`src/sv/btmg_pkg.sv`:
```
// ----------------------------------------------------------------------------
// btmg_pkg
// Shared widths and constants for the bloom, tone map and gamma pipeline.
// ----------------------------------------------------------------------------
package btmg_pkg;

    localparam int CHAN_W     = 24;  // one HDR or glow channel
    localparam int STR_W      = 12;  // bloom strength, Q4.8
    localparam int PIX_W      = 8;   // display code
    localparam int NUM_LANES  = 3;
    localparam int LANE_LAT   = 36;  // register stages through one lane

    localparam logic [STR_W-1:0] STRENGTH_RESET = 12'd640;

    // Register index of the glow gain (byte address / 4)
    localparam logic REG_STRENGTH = 1'b0;

endpackage

```
`src/sv/btmg_lane.sv`:
```
// ----------------------------------------------------------------------------
// btmg_lane
// One colour channel: bloom add, Reinhard divide, square root and scaling,
// fully pipelined with one quotient or root bit resolved per stage.
// ----------------------------------------------------------------------------
module btmg_lane #(
    parameter int HDR_FRAC_BITS = 16
) (
    input  logic                          i_clk,
    input  logic                          i_en,
    input  logic [btmg_pkg::STR_W-1:0]    i_strength,
    input  logic [btmg_pkg::CHAN_W-1:0]   i_hdr,
    input  logic [btmg_pkg::CHAN_W-1:0]   i_glow,
    output logic [btmg_pkg::PIX_W-1:0]    o_pix
);

    localparam int PROD_W = btmg_pkg::CHAN_W + btmg_pkg::STR_W;
    localparam int REM_W  = btmg_pkg::CHAN_W + 2;
    localparam int QW     = 16;
    localparam int SREM_W = 19;
    localparam logic [REM_W-1:0] ONE_X = REM_W'(1) << HDR_FRAC_BITS;

    // Stage 1: bloom product
    logic [PROD_W-1:0]           r_prod;
    logic [btmg_pkg::CHAN_W-1:0] r_hdr;

    always_ff @(posedge i_clk) begin
        if (i_en) begin
            r_prod <= PROD_W'(i_strength) * PROD_W'(i_glow);
            r_hdr  <= i_hdr;
        end
    end

    // Stage 2: saturating add, form divisor 1 + x
    logic [PROD_W-8:0] w_sum;
    logic [REM_W-1:0]  w_x;
    assign w_sum = (PROD_W-7)'(r_hdr) + (PROD_W-7)'(r_prod[PROD_W-1:8]);
    assign w_x   = (w_sum > (PROD_W-7)'({btmg_pkg::CHAN_W{1'b1}}))
                   ? REM_W'({btmg_pkg::CHAN_W{1'b1}}) : REM_W'(w_sum);

    logic [REM_W-1:0] r_rem [0:QW];
    logic [REM_W-1:0] r_den [0:QW];
    logic [QW-1:0]    r_q   [0:QW];

    always_ff @(posedge i_clk) begin
        if (i_en) begin
            r_rem[0] <= w_x;
            r_den[0] <= w_x + ONE_X;
            r_q[0]   <= '0;
        end
    end

    // Divide stages: one quotient bit each, remainder stays below divisor
    for (genvar k = 1; k <= QW; k++) begin : g_div
        logic [REM_W-1:0] w_r2;
        assign w_r2 = {r_rem[k-1][REM_W-2:0], 1'b0};
        always_ff @(posedge i_clk) begin
            if (i_en) begin
                r_den[k] <= r_den[k-1];
                if (w_r2 >= r_den[k-1]) begin
                    r_rem[k] <= w_r2 - r_den[k-1];
                    r_q[k]   <= {r_q[k-1][QW-2:0], 1'b1};
                end else begin
                    r_rem[k] <= w_r2;
                    r_q[k]   <= {r_q[k-1][QW-2:0], 1'b0};
                end
            end
        end
    end

    // Square root stages over y * 2^16, two radicand bits per stage
    logic [QW-1:0]     r_y    [1:QW];
    logic [SREM_W-1:0] r_srem [1:QW];
    logic [QW-1:0]     r_root [1:QW];

    for (genvar j = 1; j <= QW; j++) begin : g_sqrt
        logic [QW-1:0]     w_yp;
        logic [SREM_W-1:0] w_sp;
        logic [QW-1:0]     w_rp;
        logic [1:0]        w_pair;
        logic [SREM_W-1:0] w_rin;
        logic [SREM_W-1:0] w_t;
        // Take the quotient into the first stage, else the previous stage
        if (j == 1) begin : g_first
            assign w_yp = r_q[QW];
            assign w_sp = '0;
            assign w_rp = '0;
        end else begin : g_next
            assign w_yp = r_y[j-1];
            assign w_sp = r_srem[j-1];
            assign w_rp = r_root[j-1];
        end
        if (j <= QW/2) begin : g_hi
            assign w_pair = w_yp[QW-2*j+1 -: 2];
        end else begin : g_lo
            assign w_pair = 2'b00;
        end
        assign w_rin = {w_sp[SREM_W-3:0], w_pair};
        assign w_t   = {1'b0, w_rp, 2'b01};
        always_ff @(posedge i_clk) begin
            if (i_en) begin
                r_y[j] <= w_yp;
                if (w_rin >= w_t) begin
                    r_srem[j] <= w_rin - w_t;
                    r_root[j] <= {w_rp[QW-2:0], 1'b1};
                end else begin
                    r_srem[j] <= w_rin;
                    r_root[j] <= {w_rp[QW-2:0], 1'b0};
                end
            end
        end
    end

    // Scale: s * 25599, then / 2^16 and / 100 by reciprocal 5243 / 2^19
    logic [30:0] r_scaled;
    logic [14:0] w_q1;
    logic [27:0] w_m;
    logic [8:0]  w_o;
    logic [btmg_pkg::PIX_W-1:0] r_pix;

    assign w_q1 = r_scaled[30:16];
    assign w_m  = 28'(w_q1) * 28'd5243;
    assign w_o  = w_m[27:19];

    always_ff @(posedge i_clk) begin
        if (i_en) begin
            r_scaled <= 31'(r_root[QW]) * 31'd25599;
            r_pix    <= (w_o > 9'd255) ? 8'd255 : w_o[7:0];
        end
    end

    assign o_pix = r_pix;

endmodule

```
`config.mk`:
```
export PLATFORM = sky130hd
export DESIGN_NAME = btmg_lane
export DESIGN_NICKNAME = d
export VERILOG_FILES = /design/src/sv/btmg_pkg.sv /design/src/sv/btmg_lane.sv
export SDC_FILE = /design/constraint.sdc
export NUM_CORES = 2
export LEC_CHECK = 0
export BUFFER_PORTS_ARGS = -buffer_cell sky130_fd_sc_hd__buf_2
export CAP_MARGIN = 20
export CORE_MARGIN = 1.5
export CORE_UTILIZATION = 57
export DETAILED_ROUTE_END_ITERATION = 8
export PLACE_DENSITY = 0.73
export SYNTH_ARGS = -nofsm -noshare
export SYNTH_HDL_FRONTEND = slang
export SYNTH_SLANG_ARGS = --single-unit
```
`constraint.sdc`:
```
create_clock -name i_clk -period 8.4 [get_ports i_clk]
set_clock_uncertainty 0.1 [all_clocks]
set_input_delay 0.42 -clock i_clk [delete_from_list [all_inputs] [get_ports i_clk]]
set_output_delay 0.42 -clock i_clk [all_outputs]
set_load 0.005 [all_outputs]
```
==> impl_metrics.csv <==
group,metric,value,unit
finish,final_util,62.34,%
clock_network,htree_levels,4,
floorplan,fp.dieW,405.1,um
floorplan,dieArea,0.1641,mm2
global_route,grt_pass1_vias,60810,
clock_network,cts-buffers-inserted,158,
status,status,"complete, no violations",
setup_path,cp-start-kind,"register",
timing,holdWs,0.2392,ns
worst_hold_path,hold_path.class,"input port to register",
global_route,grt_overflow,0,
synthesis,synth_top_area_share,46.65,%
detailed_routing,drtIter0Drc,3321,
pwr,p_leak,0.04321,uW
timing,fin_crit,7.031,ns
timing,fin_crit_sh,83.71,%
finish,drive_gt1_share,6.740,%
global_route,antenna_found_initial,7,
pwr,ir_drop,0.0009544,V
timing,max_clock_freq,142.2,MHz
setup_path,critical_path_buf_inv_count,4,
global_route,grt_util_all_layers,21.58,%
timing,grt_setup_unrepaired,"false",
clock_network,cts-root-buf,"clkbuf_16",
setup_path,worstPathMaxFanout,5,
global_route,grt_first_pass_wirelength,288700,um
synthesis,synth_area_leader_cell,"edfxtp_1",
synthesis,synth_edf_count,1432,
clock_network,clock_latency,0.79,ns
floorplan,design.portCount,70,
clock_network,cts_tree,"yes",
detailed_routing,wire_per_inst,16.53,um
timing,slew_headroom,31.57,%
synthesis,syn_avg_cell_area,11.35,um2
synthesis,netlist_instances,8121,
synthesis,ys.flop_type,"edfxtp_1",
setup_path,rr_startpoint,"r_root[0][266]$_DFFE_PP_",
finish,areaGrowthSynthToFinish,8.585,%
pwr,power,40900,uW
detailed_routing,via_count,57990,
setup_path,crit_chain,"inv_1, fa_1, inv_1, fa_1, inv_1, fa_1, inv_1, fa_1, fa_1, fa_1, ha_1, a211oi_1, nand2_1, a21oi_1, o21ai_0, o21a_1, o2111ai_1, a2111oi_0, a2111oi_0, o21bai_1, a21oi_1, xnor2_1",
pwr,p_per_area,408.6,mW/mm2
timing,setup_viol_count_final,0,
job,maxCapViolations,0,
setup_path,criticalPathCategory,"register to register",
finish,layout.nets,9569,
timing,slew_violations,0,
setup_path,worst_path_most_repeated_cell,"fa_1",
clock_network,clock_path_buffers,3,
floorplan,num_rows,147,
clock_network,clkTransAtPathRegs,0.06,ns
synthesis,synth.distinct_cells,90,
floorplan,fp.coreArea,0.1606,mm2
setup_path,cp.arrival,7.44,ns
placed_design,portBuffers,69,
detailed_routing,routed_wl,173900,um
synthesis,syn-cell-area,0.09218,mm2
setup_path,critical-path-top-delay-family,"adder cells",
placed_design,place_hpwl,130300,um
detailed_routing,drtPass1Iterations,6,
worst_hold_path,holdCritStartpoint,"i_hdr[12]",
detailed_routing,ant_nets,0,
timing,tightest_slew,1.026,ns
timing,tns,0,ns
setup_path,crit_slowest_cell,"a2111oi_0",
synthesis,ys_seq_area_share,46.67,%
placed_design,place_congestion,0.9082,
floorplan,die_h,405.1,um
setup_path,cpPeakStageDelay,0.67,ns
clock_network,cts.sinks,1433,
detailed_routing,drcViolationCount,0,
setup_path,crit_start,"r_root[0][266]$_DFFE_PP_",
setup_path,crit_path_end_kind,"register",
detailed_routing,viasPerCell,5.514,
synthesis,ys_seq_elements,1433,
clock_network,cts_setup_buffers,0,
synthesis,async_flop_share,0,%
synthesis,synthTopCellsByArea,"edfxtp_1, ha_1, fa_1, inv_1, xnor2_1",
setup_path,worstPathRequired,8.81,ns
global_route,grt_max_degree,194,
timing,hold_violations,0,
synthesis,ys_warn_count,0,
floorplan,start_util,57.41,%
[synthesized netlist by cell type (92+ instances only)]
library cell  instances
inv_1              1224
fa_1                413
nand2b_1             92
and2_1              136
nor3_1               99
edfxtp_1           1432
clkbuf_1            148
xnor2_1             337
nand2_1             628
xor2_1              189
mux2_2              197
nor2_1              390
a21oi_1             475
a21o_1              204
nand3_1              96
o21ai_0             374
ha_1                863
[layer usage]
metal / global-route usage [%] / routed length [um] / vias up
met1: 23.80 / 69020 / 28050
met5: 0 / 41 / -
met3: 3.068 / 5967 / 425
met2: 41.34 / 92670 / 1092
met4: 8.383 / 6156 / 6
li1: - / - / 28420
[state kept, by name (all words and copies together) (netlist names)]
signal,count
r_y,56
r_q,136
r_root,129
r_prod,28
o_pix,8
r_scaled,15
r_hdr,24
r_den,416
r_srem,237
r_rem,384
[final timing paths]
kind | end | slack [ns] | depth (start not counted)
hold reg to reg | r_q[12][10]$_DFFE_PP_ | 0.31 | 0
hold / removal | r_hdr[12]$_DFFE_PP_ | 0.24 | 2
setup reg to reg | r_scaled[30]$_DFFE_PP_ | 1.37 | 22
setup / recovery | r_scaled[30]$_DFFE_PP_ | 1.37 | 22
[cell families (layout without fill, tap and decap cells)]
family                   count (synthesis)  count (layout)  share of synthesized area [%]
AND/OR/NAND/NOR                       1764            1764                          9.100
AO/OA/AOI/OAI                         1487            1487                          10.02
flip-flops                            1433            1433                          46.67
buffers and inverters                 1404            1635                          5.757
adder cells (fa/ha/maj)               1276            1276                          20.68
XOR/XNOR                               526             526                          4.998
multiplexers                           230             230                          2.770
other                                    1               6                       0.004068
[cells in the final DEF, fill, tap and decap left out, types with 204 or more instances in the layout]
cell	netlist	final
edfxtp_1	1432	1432
a21oi_1	475	473
a21o_1	204	204
nor2_1	390	390
o21ai_0	374	374
inv_1	1224	1224
ha_1	863	863
xnor2_1	337	337
fa_1	413	413
nand2_1	628	628
[cell type report]
cell class / instances / area (um2)
diodes: 4 / 10.01
repair buffers: 126 / 929.6
clock inverters: 88 / 795.8
inverters: 1227 / 4606
flip-flops and latches: 1433 / 43020
multi-input cells: 5285 / 43920
clock buffers: 194 / 4110
well taps: 2160 / 2703
fillers: 12350 / 60480
[report_power, final]
group / switching, uW / total [uW] / internal, uW
clock: 2770 / 6510 / 3740
sequential: 883 / 11300 / 10400
combinational: 12900 / 23100 / 10200
[what timing repair did]
item | CTS | global route
endpoints found under the hold margin | 85 | 0
hold buffers | 25 | 0
resized for setup | 0 | 0
setup endpoints to repair | 0 | 0
[through the flow]
step,instances,area (um2),worst slack [ns]
3_5_place_dp,10210,94910,1.302
6_report,10520,100100,1.369
5_1_grt,10520,100100,0.7840
3_3_place_gp,10200,94910,1.411
4_1_cts,10510,100100,1.331
2_1_floorplan,8122,92180,1.979
(Power assumes the default switching activity.)
