File: config.mk
export PLATFORM = sky130hd
export DESIGN_NAME = btmg_out
export DESIGN_NICKNAME = d
export VERILOG_FILES = /design/src/sv/btmg_pkg.sv /design/src/sv/btmg_out.sv
export SDC_FILE = /design/constraint.sdc
export NUM_CORES = 1
export LEC_CHECK = 0
export BUFFER_PORTS_ARGS = -buffer_cell sky130_fd_sc_hd__buf_4
export CELL_PAD_IN_SITES_DETAIL_PLACEMENT = 0
export CELL_PAD_IN_SITES_GLOBAL_PLACEMENT = 1
export CORE_MARGIN = 4
export CORE_UTILIZATION = 30
export DETAILED_ROUTE_END_ITERATION = 8
export PLACE_DENSITY = 0.65
export SLEW_MARGIN = 20
export SYNTH_ARGS = -nofsm -noshare
export SYNTH_HDL_FRONTEND = slang
export SYNTH_SLANG_ARGS = --single-unit
File: constraint.sdc
create_clock -name i_clk -period 2.4 [get_ports i_clk]
set_input_delay 0.12 -clock i_clk [delete_from_list [all_inputs] [get_ports i_clk]]
set_output_delay 0.12 -clock i_clk [all_outputs]
set_load 0.05 [all_outputs]
File: src/sv/btmg_pkg.sv
// ----------------------------------------------------------------------------
// btmg_pkg
// Shared widths and constants for the bloom, tone map and gamma pipeline.
// ----------------------------------------------------------------------------
package btmg_pkg;

    localparam int CHAN_W     = 24;  // one HDR or glow channel
    localparam int STR_W      = 12;  // bloom strength, Q4.8
    localparam int PIX_W      = 8;   // display code
    localparam int NUM_LANES  = 3;
    localparam int LANE_LAT   = 36;  // register stages through one lane

    localparam logic [STR_W-1:0] STRENGTH_RESET = 12'd640;

    // Register index of the glow gain (byte address / 4)
    localparam logic REG_STRENGTH = 1'b0;

endpackage

File: src/sv/btmg_out.sv
// ----------------------------------------------------------------------------
// btmg_out
// Merge the three lane results into one item and hold it in an output
// register backed by a skid register.
// ----------------------------------------------------------------------------
module btmg_out (
    input  logic                                        i_clk,
    input  logic                                        i_rst_n,
    input  logic                                        i_push,
    input  logic [btmg_pkg::NUM_LANES*btmg_pkg::PIX_W-1:0] i_data,
    output logic                                        o_ready,
    output logic                                        o_valid,
    input  logic                                        i_take_ready,
    output logic [btmg_pkg::NUM_LANES*btmg_pkg::PIX_W-1:0] o_data
);

    localparam int DW = btmg_pkg::NUM_LANES * btmg_pkg::PIX_W;

    logic          r_ov, r_sv;
    logic [DW-1:0] r_od, r_sd;
    logic          w_take;

    assign w_take = r_ov & i_take_ready;

    // Hold an item in the skid register while the output is stalled
    always_ff @(posedge i_clk) begin
        if (!i_rst_n) begin
            r_ov <= 1'b0;
            r_sv <= 1'b0;
        end else if (r_sv) begin
            if (w_take) begin
                r_sv <= 1'b0;
            end
        end else if (i_push) begin
            if (!r_ov || w_take) begin
                r_ov <= 1'b1;
            end else begin
                r_sv <= 1'b1;
            end
        end else if (w_take) begin
            r_ov <= 1'b0;
        end
    end

    always_ff @(posedge i_clk) begin
        if (r_sv) begin
            if (w_take) begin
                r_od <= r_sd;
            end
        end else if (i_push) begin
            if (!r_ov || w_take) begin
                r_od <= i_data;
            end else begin
                r_sd <= i_data;
            end
        end
    end

    assign o_ready = ~r_sv;
    assign o_valid = r_ov;
    assign o_data  = r_od;

endmodule
==> summary by stage, run 1 <==
Route
The count of routing violations after the opening detailed-route iteration is 70. The first TritonRoute pass finished after 4 iterations. The detail route stage leaves a number of antenna-violating nets equal to 0. The remaining routing DRC violations is 0. The post-detailed-route wirelength per cell is 14.8 microns. The average via count per standard cell is 4.37.

The total length of routed wires is 3.44 mm. The overall via count from detail_route is 1018.

CTS
The clock tree from TritonCTS is yes. The buffer levels on the longest clock path is 2. The CTS buffer count is 5.

The maximum level of the CTS H-tree is 2. Clock-pin slew was measured on the worst setup and hold paths at 0.08 ns. At the later pin of the worst-skew pair, clock insertion delay measures 0.29 ns. The cell sitting at the root of the clock tree is a sky130_fd_sc_hd__clkbuf_8.

For this design, the sink count on the clock tree is 50.

Synth
During synthesis, Yosys emitted a total of 0 warnings. The largest total area in the synthesized netlist belongs to sky130_fd_sc_hd__edfxtp_1. The total of flip-flops plus latches after synthesis is 50. The synthesized instance count is 89. The fraction of post-synthesis cell area in the top cell type by area is 76.5%. In this run the mean area of a mapped cell was 21.2 sq um. Yosys attributes the largest share of cell area to sky130_fd_sc_hd__edfxtp_1, sky130_fd_sc_hd__mux2_2, sky130_fd_sc_hd__mux2_4. The number of different library cells in the post-synthesis netlist is 16.

The cell area after synthesis is 1880 sq um. The net count of the mapped netlist is 117. The share of synthesized area occupied by flip-flops and latches is 78.6%.

Timing
The final total negative setup slack is 0 ns. The smallest clock period supported by the final layout is computed as 1.58 ns. The period utilization is 65.9%. In this run the tightest slew margin relative to its limit is 70.9%. The fmax is 0.633 GHz. Setup repair after global routing left no endpoint under its margin. The number of setup violations in the final report is 0. At the pin with the least slew margin, the transition time is 0.437 ns. The final number of hold-violating endpoints is 0. For the final database, setup skew stands at 0.00498 ns.

The number of pins exceeding their max-slew limit in the final report is 0.

Job
The number of max-capacitance violations reported is 0.

Die
54 I/O pins were placed. The floorplan die area is 7610 sq um. The core area is 5990 sq um. Measured along the y axis, the die boundary spans 87.3 microns.

The count of standard-cell rows is 28. The starting utilization of the core area is 31.5%. In this run the horizontal extent of the chip is 87.3 microns.

Worst setup path
STA classifies the critical path endpoint as a register. By startpoint and endpoint, the worst setup path is classified as reg2reg. STA classifies the critical path startpoint as a register. The cell count of the worst reg-to-reg path is 4. The setup slack on the worst flop-to-flop path is 0.82 ns. Of all nets on the critical path, the largest fanout is 13. Data on the critical path is required at its endpoint by 2.39 ns. The arrival time reported for the critical path endpoint is 1.58 ns. In this run the critical register-to-register path is captured at o_data[0]$_DFFE_PP_. In this run the critical register-to-register path is launched from r_sv$_SDFF_PN0_.

GRT
The first global-routing pass estimated 5.24 mm of wire. The initial antenna violation count is 0. Summed over all layers, the global routing overflow is 0. The number of global-route vias before repair was 1041. The largest net degree at the start of global routing is 17. Global routing consumed, over all layers together, 9.23% of the routing resources.

Hold path
The path category of the worst min-delay check is in2reg. Along the worst hold path, the cell count comes to 1. The startpoint of the tightest hold check path is i_data[16]. The worst-case hold path end point is r_sd[16]$_DFFE_PP_.

Final layout
The total area of sequential cells is 1480 sq um. The finished cells cover 2520 sq um. The most common cell after layout, fill and taps aside is sky130_fd_sc_hd__buf_4. Relative to the synthesized area, the layout overhead comes to 34.0%. The multi-input combinational cells in the finished layout cover a total of 359 sq um. The number of antenna diodes in the final layout is 0. The fill cell total of the finished layout is 535. The top cell types in the final layout, fill and taps aside, are sky130_fd_sc_hd__buf_4, sky130_fd_sc_hd__edfxtp_1, sky130_fd_sc_hd__mux2_2.

The final-stage net count is 186. Of the cells placed in the final design, the portion with a size suffix greater than 1 is 56.3%.

Placed design
The placed instances occupy a cell area of 2390 sq um. The post-DP HPWL is 2.67 mm. The global placer's final weighted congestion is 0.743. The count of port buffers added during placement is 53.

Power and ir drop
The maximum vdd drop is 0.291 mV. Dividing total power by cell area gives a power density of 717 nW/um^2. The analysis attributes to cell leakage a power of 0.955 nW.

Run status
The flow ran to the end, and the final reports show no timing, DRC or antenna violations.
## final cells by class
type                            instances  area share [%]
Clock buffer                            7            3.02
Timing Repair Buffer                   65            19.9
Multi-Input combinational cell         33            14.2
Tap cell                               75            3.72
Sequential cell                        50            58.7
Inverter                                3           0.446
## cells in the mapped netlist
library cell / number
sky130_fd_sc_hd__a211oi_1: 1
sky130_fd_sc_hd__a21oi_1: 2
sky130_fd_sc_hd__and4_1: 1
sky130_fd_sc_hd__buf_12: 1
sky130_fd_sc_hd__buf_2: 1
sky130_fd_sc_hd__buf_6: 1
sky130_fd_sc_hd__dfxtp_1: 2
sky130_fd_sc_hd__edfxtp_1: 48
sky130_fd_sc_hd__inv_1: 3
sky130_fd_sc_hd__mux2_2: 17
sky130_fd_sc_hd__mux2_4: 7
sky130_fd_sc_hd__mux2i_1: 1
sky130_fd_sc_hd__nand2_1: 1
sky130_fd_sc_hd__nand3b_1: 1
sky130_fd_sc_hd__nor2b_1: 1
sky130_fd_sc_hd__o21ai_1: 1
## sequential cells by signal (all words and copies together), names as in the netlist
name and cells:
o_valid 1, r_sv 1, r_sd 24, o_data 24
## worst max-delay path by stage
stage | startpoint | end | cells after the start
2_1_floorplan | o_valid$_SDFFE_PN0P_ | o_data[0]$_DFFE_PP_ | 2
3_3_place_gp | r_sv$_SDFF_PN0_ | o_data[6]$_DFFE_PP_ | 4
3_5_place_dp | r_sv$_SDFF_PN0_ | o_data[6]$_DFFE_PP_ | 4
4_1_cts | r_sv$_SDFF_PN0_ | o_data[0]$_DFFE_PP_ | 4
5_1_grt | r_sv$_SDFF_PN0_ | o_data[18]$_DFFE_PP_ | 4
6_report | r_sv$_SDFF_PN0_ | o_data[0]$_DFFE_PP_ | 4
## per-stage QoR
stage,utilization [%],power (mW),std cells,worst slack (ns),hold WS (ns)
floorplan,-,1.27,89,0.410,0.217
global route,42.1,1.89,233,0.665,0.0000691
global placement,39.9,1.38,220,0.790,0.308
detailed placement,39.9,1.39,220,0.767,0.310
CTS,41.1,1.83,227,0.754,0.00178
finish,42.1,1.81,233,0.819,0.0158
## cell families after synthesis
logic type	after synthesis	synth area share [%]
multiplexers	25	16.3
flip-flops	50	78.6
AND/OR/NAND/NOR	4	1.39
AO/OA/AOI/OAI	4	1.20
buffers and inverters	6	2.52
## report_power, final
part	total, mW	internal, mW	switching (mW)	leakage [nW]
Combinational	0.338	0.130	0.208	0.450
Clock	0.437	0.201	0.236	0.0383
Sequential	1.04	1.02	0.0170	0.466
Total	1.81	1.35	0.461	0.955
## routing by layer
metal	global-route usage [%]	wire length, microns	up-vias
met5	0	0	-
met4	2.93	46	0
met3	3.88	393	5
met2	14.5	1540	43
met1	11.5	1460	492
li1	-	-	478
## critical path: stages, from the launching register on
cell                      delay, ns
sky130_fd_sc_hd__dfxtp_1       0.33
sky130_fd_sc_hd__buf_4         0.21
sky130_fd_sc_hd__mux2i_1       0.11
sky130_fd_sc_hd__a21oi_2       0.36
sky130_fd_sc_hd__buf_4         0.27
## timing repair
action | 4_1_cts | 5_1_grt
hold endpoints to repair | 0 | 6
setup buffers | 0 | 0
hold buffers | 0 | 6
resized for setup | 0 | 0
setup endpoints to repair | 0 | 0
No activity file was read; power rests on OpenSTA's default activity.
==> run 2, diff against run 1 <==
==> constraint.sdc (replaced) <==
create_clock -name i_clk -period 1.4 [get_ports i_clk]
set_input_delay 0.07 -clock i_clk [delete_from_list [all_inputs] [get_ports i_clk]]
set_output_delay 0.07 -clock i_clk [all_outputs]
set_load 0.05 [all_outputs]
==> run 2 against run 1 <==
Routed wire length rose by 12%. First-iteration DRC count decreased by 53%. Critical path depth rose by 1. Worst hold slack gained 0.030 ns. Die area is the same. Largest power group unchanged.
==> summary by stage, run 2 (synthesis results as in run 1) <==
Run status
The run finished with clean final reports.

GRT
In the global route stage, overall resource usage came out at 10.8%. The initial antenna violation count is 0. The number of global-route vias before repair is 1194. The first-pass GRT wire length is 6.07 mm. Entering global routing, the biggest net connects 20 pins. The overflow left after global routing is 0.

Placed design
The number of placed instances, taps included is 221. Summed over all nets, the half-perimeter wirelength after detailed placement is 2.75 mm. During placement, the flow inserted port buffers numbering 53.

Prior to clock tree synthesis, the placed netlist has a worst setup slack of 0.113 ns. At the end of routability-driven placement, the weighted congestion stood at 0.710.

Timing
The final number of hold-violating endpoints was 0. The tightest hold path in the finished design has a slack of 0.0459 ns. Setup violations remaining at the end of the flow were counted as 0. Across all setup checks in the final design, the least slack found is 0.0803 ns. Adding up every negative setup slack in the final design gives 0 ns. Headroom to the max-slew limit came out at 80.5%. After layout, the worst path uses 94.3% of the clock period. The post-layout minimum cycle time is 1.32 ns.

On the final layout, the worst clock skew is 0.00625 ns. Setup repair after global routing left no endpoint under its margin. The number of pins exceeding their max-slew limit in the final report is 0. The actual slew at the worst max-slew pin is 0.285 ns. The fmax is 0.758 GHz.

Final layout
For this run, the share of the core covered by cells in the final layout is 47.2%. The most common cell after layout, fill and taps aside is sky130_fd_sc_hd__buf_4. In the layout the commonest cells are sky130_fd_sc_hd__buf_4, sky130_fd_sc_hd__edfxtp_1, sky130_fd_sc_hd__dlygate4sd3_1. Of the cells placed in the final design, the portion with a size suffix greater than 1 is 52.5%.

Compared with the post-synthesis result, the final layout area differs by 50.1%. Excluding fillers, the count of instances in the completed layout stands at 254. The final-stage net count is 207.

The final antenna diode count is 0.

Route
The overall via count from detail_route is 1099. The average via count per standard cell is 4.33. The first detailed-routing pass took 2 iterations.

The total length of routed wires is 3.84 mm. The count of routing violations after the opening detailed-route iteration is 33. The post-detailed-route wirelength per cell is 15.1 microns.

In this run the remaining antenna-violating nets after routing total 0. After detailed routing, the number of remaining DRC violations is 0.

Worst setup path
The peak fanout along the critical path is 13. At the worst endpoint, the required time is 1.42 ns. The path type of the worst setup path is in2reg.

In this run the register-to-register setup slack is 0.11 ns. The kind of end point of the critical path is a register. The arrival time reported for the critical path endpoint is 1.34 ns. The worst register-to-register path begins at r_sv$_SDFF_PN0_.

The worst setup path is launched from an input port. The capturing point of the worst reg2reg path is o_data[15]$_DFFE_PP_. The worst register-to-register path has a depth of 3.

CTS
The longest clock path from root to sink contains 2 buffers. Post-CTS repair changed the size of 0 cells. The number of clock sinks seen by CTS is 50. After clock tree synthesis, the clock-pin slew on the worst setup and hold paths is 0.08 ns. The setup fix buffers added after clock tree synthesis is 0. The clock latency reported for the late side of the worst-skew pair is 0.30 ns. The number of buffers added to fix hold violations after cts is 26. The root buffer selected by CTS is sky130_fd_sc_hd__clkbuf_8.

The maximum level of the CTS H-tree is 2. TritonCTS built the clock tree. Counting the buffers created by CTS gives 5.

Hold path
The path class of the tightest hold or removal check is in2reg. The startpoint of the tightest hold check path is i_push. The path with the worst hold slack has its endpoint at o_valid$_SDFFE_PN0P_. The instance count along the most critical hold path is 3.

Die
The die is 87.3 microns tall. The count of standard-cell rows is 28. During I/O placement, the number of pins put on the boundary was 54.

The floorplan step set the die width to 87.3 microns. Once the floorplan was initialized, standard cells occupied 31.5% of the core. The die covers 7610 sq um. The core area is 5990 sq um.

Power and ir drop
Dividing total power by cell area gives a power density of 1210 nW/um^2. The leakage power is 1.08 nW. The maximum vdd drop is 0.596 mV.

Job
The number of max-capacitance violations reported is 0.
run 2: cell count changes in the layout (fill, tap and decap cells not counted), sizes merged:
| cell | change |
|---|---|
| clkinv | +1 |
| buf | +1 |
| bufinv | +1 |
| clkbuf | -2 |
| dlygate4sd3 | +20 |
run 2: stage by stage:
step / cell area, sq um / power (mW)
finish: 2830 / 3.41
global route: 2830 / 3.55
CTS: 2830 / 3.46
detailed placement: 2460 / 2.42
global placement: 2460 / 2.40
floorplan: 1900 / 2.18
run 2: where the power goes:
part	switching [mW]	internal, mW	total (mW)
Clock	0.452	0.525	0.977
Combinational	0.371	0.280	0.651
Sequential	0.0345	1.75	1.78
run 2: how the worst max path moves through the flow:
stage	from	end	slack [ns]	cells past startpoint
finish	i_take_ready	r_sd[1]$_DFFE_PP_	0.08	5
global placement	r_sv$_SDFF_PN0_	o_data[4]$_DFFE_PP_	0.19	2
detailed placement	r_sv$_SDFF_PN0_	o_data[16]$_DFFE_PP_	0.11	3
global route	r_sv$_SDFF_PN0_	o_data[15]$_DFFE_PP_	0.02	3
floorplan	r_sv$_SDFF_PN0_	o_data[0]$_DFFE_PP_	-0.16	4
CTS	i_take_ready	r_sd[1]$_DFFE_PP_	0.08	5
run 2: metal layers:
layer  GRT usage (%)  vias to the layer above  share of wire, %
met2            19.3                       34                54
li1                -                      525                 -
met1            11.6                      532                37
met5               0                        -                 0
met3            2.37                        8               6.1
met4            6.28                        0               2.2
run 2: worst max-delay path, cell delays in order:
cell and delay (ns):
sky130_fd_sc_hd__dlygate4sd3_1 0.55, sky130_fd_sc_hd__buf_4 0.15, sky130_fd_sc_hd__inv_1 0.11, sky130_fd_sc_hd__and4_4 0.30, sky130_fd_sc_hd__buf_12 0.15
run 2: layout make-up:
class / count / area, sq um
clock buffer: 5 / 68.8
clock inverter: 2 / 38.8
fill: 540 / 3160
inverter: 3 / 11.3
multi-input combinational: 33 / 369
sequential: 50 / 1490
tap: 75 / 93.8
timing repair buffer: 86 / 761
